## src/rtl/core/mvna_pkg.sv

```systemverilog
package mvna_pkg;

   localparam int MAX_VERTICES = 4096;
   localparam int INDEX_BITS   = $clog2(MAX_VERTICES);
   localparam int COUNT_BITS   = INDEX_BITS + 1;
   localparam int COORD_BITS   = 24;
   localparam int NORMAL_BITS  = 16;
   localparam int SUM_BITS     = 56;
   localparam int EDGE_BITS    = COORD_BITS + 1;
   localparam int CROSS_BITS   = 2 * EDGE_BITS + 1;
   localparam int MUL_BITS     = 32;
   localparam int PROD_BITS    = 2 * MUL_BITS;
   localparam int NORM_BITS    = 31;
   localparam int LEN_BITS     = 32;
   // one extra bit for the rounding term added to the scaled magnitude
   localparam int NUM_BITS     = NORM_BITS + NORMAL_BITS + 1;
   localparam int SEL_BITS     = 3;

   typedef enum logic [1:0] {
      OP_LOAD = 2'd0,
      OP_FACE = 2'd1,
      OP_EMIT = 2'd2,
      OP_NOP  = 2'd3
   } opcode_type;

   typedef struct packed {
      logic [1:0]                   opcode;
      logic [INDEX_BITS-1:0]        vertex_index;
      logic signed [COORD_BITS-1:0] pos_x;
      logic signed [COORD_BITS-1:0] pos_y;
      logic signed [COORD_BITS-1:0] pos_z;
      logic [INDEX_BITS-1:0]        corner_a;
      logic [INDEX_BITS-1:0]        corner_b;
      logic [INDEX_BITS-1:0]        corner_c;
   } req_type;

   typedef struct packed {
      logic signed [NORMAL_BITS-1:0] normal_x;
      logic signed [NORMAL_BITS-1:0] normal_y;
      logic signed [NORMAL_BITS-1:0] normal_z;
      logic [INDEX_BITS-1:0]         out_index;
      logic                          index_error;
   } rsp_type;

   typedef enum logic [4:0] {
      ST_CLEAR, ST_IDLE, ST_LOAD, ST_POS_RD, ST_POS_LAT, ST_EDGE, ST_MUL, ST_CROSS,
      ST_SUM_RD, ST_SUM_WR, ST_EMIT_RD, ST_MAG, ST_NORM, ST_SQ, ST_SQSUM, ST_SQRT,
      ST_DIV_INIT, ST_DIV, ST_DIV_DONE, ST_OUT
   } state_type;

   typedef enum logic [4:0] {
      DP_NOP, DP_CAPTURE, DP_CLEAR, DP_LOAD, DP_POS_RD, DP_POS_LAT, DP_EDGE, DP_MUL,
      DP_CROSS, DP_SUM_RD, DP_SUM_WR, DP_EMIT_RD, DP_MAG, DP_SHIFT, DP_SQ, DP_SQSUM,
      DP_SQRT_STEP, DP_DIV_INIT, DP_DIV_STEP, DP_DIV_DONE, DP_OUT
   } dp_op_type;

   typedef struct packed {
      dp_op_type             op;
      logic [SEL_BITS-1:0]   sel;
      logic [INDEX_BITS-1:0] clr_addr;
   } cmd_type;

   typedef struct packed {
      logic need_right;
      logic need_left;
      logic skip_norm;
      logic out_free;
   } status_type;

endpackage

```

## src/rtl/core/mvna_ctrl.sv

```systemverilog
module mvna_ctrl (
   input  logic                    clock,
   input  logic                    reset,
   input  logic                    req_valid,
   input  logic [1:0]              req_opcode,
   input  mvna_pkg::status_type    status,
   output logic                    req_ready,
   output mvna_pkg::cmd_type       cmd
);
   import mvna_pkg::*;

   localparam int CNT_BITS = INDEX_BITS;
   localparam logic [CNT_BITS-1:0] CLEAR_LAST = CNT_BITS'(MAX_VERTICES - 1);
   localparam logic [CNT_BITS-1:0] CORNER_LAST = CNT_BITS'(2);
   localparam logic [CNT_BITS-1:0] MUL_LAST = CNT_BITS'(5);
   localparam logic [CNT_BITS-1:0] SQRT_LAST = CNT_BITS'(PROD_BITS / 2 - 1);
   localparam logic [CNT_BITS-1:0] DIV_LAST = CNT_BITS'(NORMAL_BITS - 1);

   state_type             state_ff, state_in;
   logic [CNT_BITS-1:0]   cnt_ff, cnt_in;
   logic [1:0]            comp_ff, comp_in;

   always_ff @(posedge clock) begin
      if (reset) begin
         state_ff <= ST_CLEAR;
         cnt_ff   <= '0;
         comp_ff  <= '0;
      end else begin
         state_ff <= state_in;
         cnt_ff   <= cnt_in;
         comp_ff  <= comp_in;
      end
   end

   always_comb begin
      state_in = state_ff;
      cnt_in   = cnt_ff;
      comp_in  = comp_ff;
      case (state_ff)
         ST_CLEAR: begin
            cnt_in = cnt_ff + 1'b1;
            if (cnt_ff == CLEAR_LAST) begin
               cnt_in   = '0;
               state_in = ST_IDLE;
            end
         end
         ST_IDLE: begin
            if (req_valid) begin
               case (opcode_type'(req_opcode))
                  OP_LOAD: state_in = ST_LOAD;
                  OP_FACE: state_in = ST_POS_RD;
                  OP_EMIT: state_in = ST_EMIT_RD;
                  default: state_in = ST_IDLE;
               endcase
            end
         end
         ST_LOAD:    state_in = ST_IDLE;
         ST_POS_RD:  state_in = ST_POS_LAT;
         ST_POS_LAT: begin
            if (cnt_ff == CORNER_LAST) begin
               cnt_in   = '0;
               state_in = ST_EDGE;
            end else begin
               cnt_in   = cnt_ff + 1'b1;
               state_in = ST_POS_RD;
            end
         end
         ST_EDGE: state_in = ST_MUL;
         ST_MUL: begin
            cnt_in = cnt_ff + 1'b1;
            if (cnt_ff == MUL_LAST) begin
               cnt_in   = '0;
               state_in = ST_CROSS;
            end
         end
         ST_CROSS:  state_in = ST_SUM_RD;
         ST_SUM_RD: state_in = ST_SUM_WR;
         ST_SUM_WR: begin
            if (cnt_ff == CORNER_LAST) begin
               cnt_in   = '0;
               state_in = ST_IDLE;
            end else begin
               cnt_in   = cnt_ff + 1'b1;
               state_in = ST_SUM_RD;
            end
         end
         ST_EMIT_RD: state_in = ST_MAG;
         ST_MAG:     state_in = ST_NORM;
         ST_NORM: begin
            if (status.skip_norm) begin
               state_in = ST_OUT;
            end else if (!status.need_right && !status.need_left) begin
               state_in = ST_SQ;
            end
         end
         ST_SQ: begin
            cnt_in = cnt_ff + 1'b1;
            if (cnt_ff == CORNER_LAST) begin
               cnt_in   = '0;
               state_in = ST_SQSUM;
            end
         end
         ST_SQSUM: state_in = ST_SQRT;
         ST_SQRT: begin
            cnt_in = cnt_ff + 1'b1;
            if (cnt_ff == SQRT_LAST) begin
               cnt_in   = '0;
               state_in = ST_DIV_INIT;
            end
         end
         ST_DIV_INIT: state_in = ST_DIV;
         ST_DIV: begin
            cnt_in = cnt_ff + 1'b1;
            if (cnt_ff == DIV_LAST) begin
               cnt_in   = '0;
               state_in = ST_DIV_DONE;
            end
         end
         ST_DIV_DONE: begin
            if (comp_ff == 2'd2) begin
               comp_in  = '0;
               state_in = ST_OUT;
            end else begin
               comp_in  = comp_ff + 1'b1;
               state_in = ST_DIV_INIT;
            end
         end
         ST_OUT: begin
            if (status.out_free) begin
               state_in = ST_IDLE;
            end
         end
         default: state_in = ST_IDLE;
      endcase
   end

   always_comb begin
      req_ready    = 1'b0;
      cmd.op       = DP_NOP;
      cmd.sel      = cnt_ff[SEL_BITS-1:0];
      cmd.clr_addr = cnt_ff;
      case (state_ff)
         ST_CLEAR: cmd.op = DP_CLEAR;
         ST_IDLE: begin
            req_ready = 1'b1;
            if (req_valid) begin
               cmd.op = DP_CAPTURE;
            end
         end
         ST_LOAD:     cmd.op = DP_LOAD;
         ST_POS_RD:   cmd.op = DP_POS_RD;
         ST_POS_LAT:  cmd.op = DP_POS_LAT;
         ST_EDGE:     cmd.op = DP_EDGE;
         ST_MUL:      cmd.op = DP_MUL;
         ST_CROSS:    cmd.op = DP_CROSS;
         ST_SUM_RD:   cmd.op = DP_SUM_RD;
         ST_SUM_WR:   cmd.op = DP_SUM_WR;
         ST_EMIT_RD:  cmd.op = DP_EMIT_RD;
         ST_MAG:      cmd.op = DP_MAG;
         ST_NORM: begin
            if (!status.skip_norm && (status.need_right || status.need_left)) begin
               cmd.op = DP_SHIFT;
            end
         end
         ST_SQ:       cmd.op = DP_SQ;
         ST_SQSUM:    cmd.op = DP_SQSUM;
         ST_SQRT:     cmd.op = DP_SQRT_STEP;
         ST_DIV_INIT: begin
            cmd.op  = DP_DIV_INIT;
            cmd.sel = SEL_BITS'(comp_ff);
         end
         ST_DIV:      cmd.op = DP_DIV_STEP;
         ST_DIV_DONE: begin
            cmd.op  = DP_DIV_DONE;
            cmd.sel = SEL_BITS'(comp_ff);
         end
         ST_OUT: begin
            if (status.out_free) begin
               cmd.op = DP_OUT;
            end
         end
         default: cmd.op = DP_NOP;
      endcase
   end

endmodule

```

## config.mk

```make
export PLATFORM = sky130hd
export DESIGN_NAME = mvna_ctrl
export DESIGN_NICKNAME = d
export VERILOG_FILES = /design/src/rtl/core/mvna_pkg.sv /design/src/rtl/core/mvna_ctrl.sv
export SDC_FILE = /design/constraint.sdc
export NUM_CORES = 1
export LEC_CHECK = 0
export BUFFER_PORTS_ARGS = -buffer_cell sky130_fd_sc_hd__buf_2
export CAP_MARGIN = 20
export CORE_MARGIN = 1.5
export CORE_UTILIZATION = 58
export CTS_BUF_LIST = sky130_fd_sc_hd__clkbuf_2 sky130_fd_sc_hd__clkbuf_4 sky130_fd_sc_hd__clkbuf_8
export DETAILED_ROUTE_END_ITERATION = 7
export GPL_TIMING_DRIVEN = 1
export PLACE_DENSITY_LB_ADDON = 0.3
export SYNTH_ARGS = -nofsm -noshare
export SYNTH_HDL_FRONTEND = slang
export SYNTH_SLANG_ARGS = --single-unit
```

## constraint.sdc

```tcl
create_clock -name clock -period 2.77 [get_ports clock]
set_input_delay 0.277 -clock clock [delete_from_list [all_inputs] [get_ports clock]]
set_output_delay 0.277 -clock clock [all_outputs]
set_load 0.02 [all_outputs]
```

==> results.sh <==
export IMPL_outcome="complete, no violations"
export IMPL_drt_initial_drc_count=149
export IMPL_placed_cells=287
export IMPL_ys_seq_area_frac=0.229
export IMPL_final_max_slew_violation_count=0
export IMPL_cts_htree_levels=1
export IMPL_hp_class="in2reg"
export IMPL_num_nets_final=273
export IMPL_hold_path_startpoint="reset"
export IMPL_route_final_wire_length_mm=4.32
export IMPL_grt_total_usage=0.284
export IMPL_cts_root_buf="clkbuf_4"
export IMPL_die_height_um=56.5
export IMPL_total_leakage_power_uw=0.000759
export IMPL_gpl_final_weighted_congestion=0.950
export IMPL_post_dp_hpwl_mm=3.23
export IMPL_first_global_vias=1607
export IMPL_finalHoldViolations=0
export IMPL_cts_tree="done"
export IMPL_floorplan_io_pins=30
export IMPL_final_setup_tns_ps=0
export IMPL_multiInputGateArea_mm2=0.00118
export IMPL_synth_enable_flop_cells=0
export IMPL_worstSetupStartpointType="register"
export IMPL_fin_hold_ws_ps=323
export IMPL_slew_limit_headroom=0.661
export IMPL_drtAntennaViolNets=0
export IMPL_grt_max_degree=24
export IMPL_rsz_0062_raised_after_global_routing="false"
export IMPL_crit_type="reg2reg"
export IMPL_timing_clock_skew_ps=6.29
export IMPL_path_max_fanout=7
export IMPL_postSynthNetCount=250
export IMPL_route_detailed_vias_per_inst=6.48
export IMPL_cp_arrival_ps=2670
export IMPL_final_critical_path_setup_slack_ps=308
export IMPL_grt_remaining_overflow=0
export IMPL_final_layout_size_suffix_gt1_frac=0.192
export IMPL_core_rowCount=19
export IMPL_synthesis_area_mm2=0.00166
export IMPL_synthCells=238
export IMPL_remaining_drc_errors=0
export IMPL_critical_path_endpoint_type="register"
export IMPL_numCtsBuffers=3
export IMPL_crit_reg2reg_launch="cnt_ff[0]$_SDFFE_PP0P_"
export IMPL_postCtsResizedCells=0
export IMPL_final_instance_count_excl_fill=291
export IMPL_first_pass_grt_wire_length_mm=7.33
export IMPL_detailedRoute_firstPassIterationCount=5
export IMPL_ys_warn_count=0
export IMPL_postCtsHoldBufs=0
export IMPL_die_width_um=56.5
export IMPL_critical_path_startpoint="cnt_ff[0]$_SDFFE_PP0P_"
export IMPL_max_cap_violations=0
export IMPL_cts_num_sinks=19
export IMPL_core_area_mm2=0.00273
export IMPL_num_vias=1887
export IMPL_synth_seq_cells=19
export IMPL_final_period_minus_worst_setup_slack_ps=2460
export IMPL_cts_buffer_depth=2
export IMPL_initial_core_util=0.607
export IMPL_power_density_cell_area_mw_per_mm2=821
export IMPL_synth_distinct_cells=50
export IMPL_antenna_cells_inserted=0
export IMPL_critPathRequiredTime_ps=2980
export IMPL_irDropWorstVdd_mv=0.662
export IMPL_layout_area_overhead_vs_synth_pct=11.8
export IMPL_post_cts_setup_buffers=0
export IMPL_synth_main_ff_cell="dfxtp_1"
export IMPL_worst_slew_pin_transition_ps=509
export IMPL_detail_route_wl_per_cell_um=14.9
export IMPL_path_clk_slew_ps=110
export IMPL_place_worst_setup_slack_ps=358
export IMPL_number_of_buffers_added_on_ports=29
export IMPL_die_area_mm2=0.00319
export IMPL_report_final_setup_viol=0
export IMPL_async_reset_ff_frac=0
export IMPL_clkLatencyLatePin_ps=300
export IMPL_layout_worst_path_cycle_share=0.889
export IMPL_achievable_frequency_mhz=406
export IMPL_antenna_found_initial=0
export IMPL_postSynthAreaPerCell_um2=6.98
export IMPL_fillers=238
export IMPL_ff_latch_area_um2=380
==> flip-flops by register name, summed over array words and instances (netlist names) <==
signal    flops
cnt_ff       12
state_ff      5
comp_ff       2
==> final cells by class <==
cell class                      count  area share
Clock buffer                        3      0.0121
Clock inverter                      1     0.00270
Inverter                            8      0.0162
Multi-Input combinational cell    193       0.637
Sequential cell                    19       0.205
Tap cell                           31      0.0209
Timing Repair Buffer               36       0.107
==> stage by stage <==
stage	util	power (µW)	cell area [µm²]
floorplan	-	1120	1660
global placement	0.669	1370	1830
detailed placement	0.669	1370	1830
CTS	0.679	1510	1860
global route	0.679	1650	1860
finish	0.679	1520	1860
==> final timing paths <==
kind,endpoint,slack (ps),cells past startpoint
max,state_ff[3]$_SDFFE_PP0P_,310,8
min,comp_ff[0]$_SDFFE_PP0P_,320,2
max reg2reg,state_ff[3]$_SDFFE_PP0P_,310,8
min reg2reg,comp_ff[1]$_SDFFE_PP0P_,520,2
==> layout by cell type (no fill, tap or decap), types with 4 or more instances in the layout <==
cell type  count
nand3_1       11
a21o_1         6
nand2b_1       6
nor2_1        15
or3_1          6
inv_1          8
xor2_1         5
buf_4          7
nor4_1         5
o31ai_1        4
nand4_1        5
dfxtp_1       19
a31oi_1        4
nand2_1       24
buf_2         29
a21oi_1       21
nor3_1        16
nor2b_1        7
o21ai_0       13
==> critical path, stage by stage, from the launching register on <==
cell and delay (ps):
dfxtp_1 390, inv_1 110, ha_1 140, or3b_2 470, nor4_4 300, o22ai_2 120
a22o_1 290, or4_1 470, o31ai_1 80
==> cell usage after synthesis, types with 2 or more instances <==
| library cell | number | area share |
|---|---|---|
| nor2_1 | 15 | 0.034 |
| a21o_1 | 6 | 0.027 |
| or3b_2 | 3 | 0.016 |
| o21ai_0 | 13 | 0.039 |
| o211ai_1 | 3 | 0.014 |
| buf_1 | 4 | 0.0090 |
| nor2b_1 | 7 | 0.026 |
| nor4_1 | 5 | 0.019 |
| o31ai_1 | 4 | 0.018 |
| a211oi_1 | 3 | 0.014 |
| xnor2_1 | 3 | 0.016 |
| a22oi_1 | 3 | 0.014 |
| inv_1 | 8 | 0.018 |
| xor2_1 | 5 | 0.026 |
| a41oi_1 | 2 | 0.011 |
| nand4_1 | 5 | 0.019 |
| nor4b_1 | 2 | 0.011 |
| nand2_1 | 24 | 0.054 |
| or3_1 | 6 | 0.023 |
| nor3_1 | 16 | 0.048 |
| a21oi_1 | 21 | 0.063 |
| nand2b_1 | 6 | 0.023 |
| o22ai_1 | 2 | 0.0075 |
| ha_1 | 3 | 0.023 |
| dfxtp_1 | 19 | 0.23 |
| a31oi_1 | 4 | 0.015 |
| nand3_1 | 11 | 0.033 |
| clkbuf_1 | 13 | 0.029 |
==> power by group <==
group	internal [µW]	switching, µW	total [µW]
Clock	53.7	86.6	140
Combinational	378	615	994
Sequential	310	78.8	389
==> per-layer routing <==
| layer | global-route usage | routed length [µm] | up-vias |
|---|---|---|---|
| met1 | 0.389 | 1890 | 858 |
| met3 | 0.0392 | 302 | 8 |
| li1 | - | - | 927 |
| met4 | 0.0952 | 55 | 0 |
| met5 | 0 | 0 | - |
| met2 | 0.455 | 2070 | 94 |
==> cell families after synthesis <==
kind of cell	count (synthesis)	synth area share
adder cells (fa/ha/maj)	3	0.0226
multiplexers	1	0.00603
XOR/XNOR	8	0.0422
buffers and inverters	26	0.0595
AND/OR/NAND/NOR	110	0.361
AO/OA/AOI/OAI	71	0.280
flip-flops	19	0.229
(Power assumes the default switching activity.)
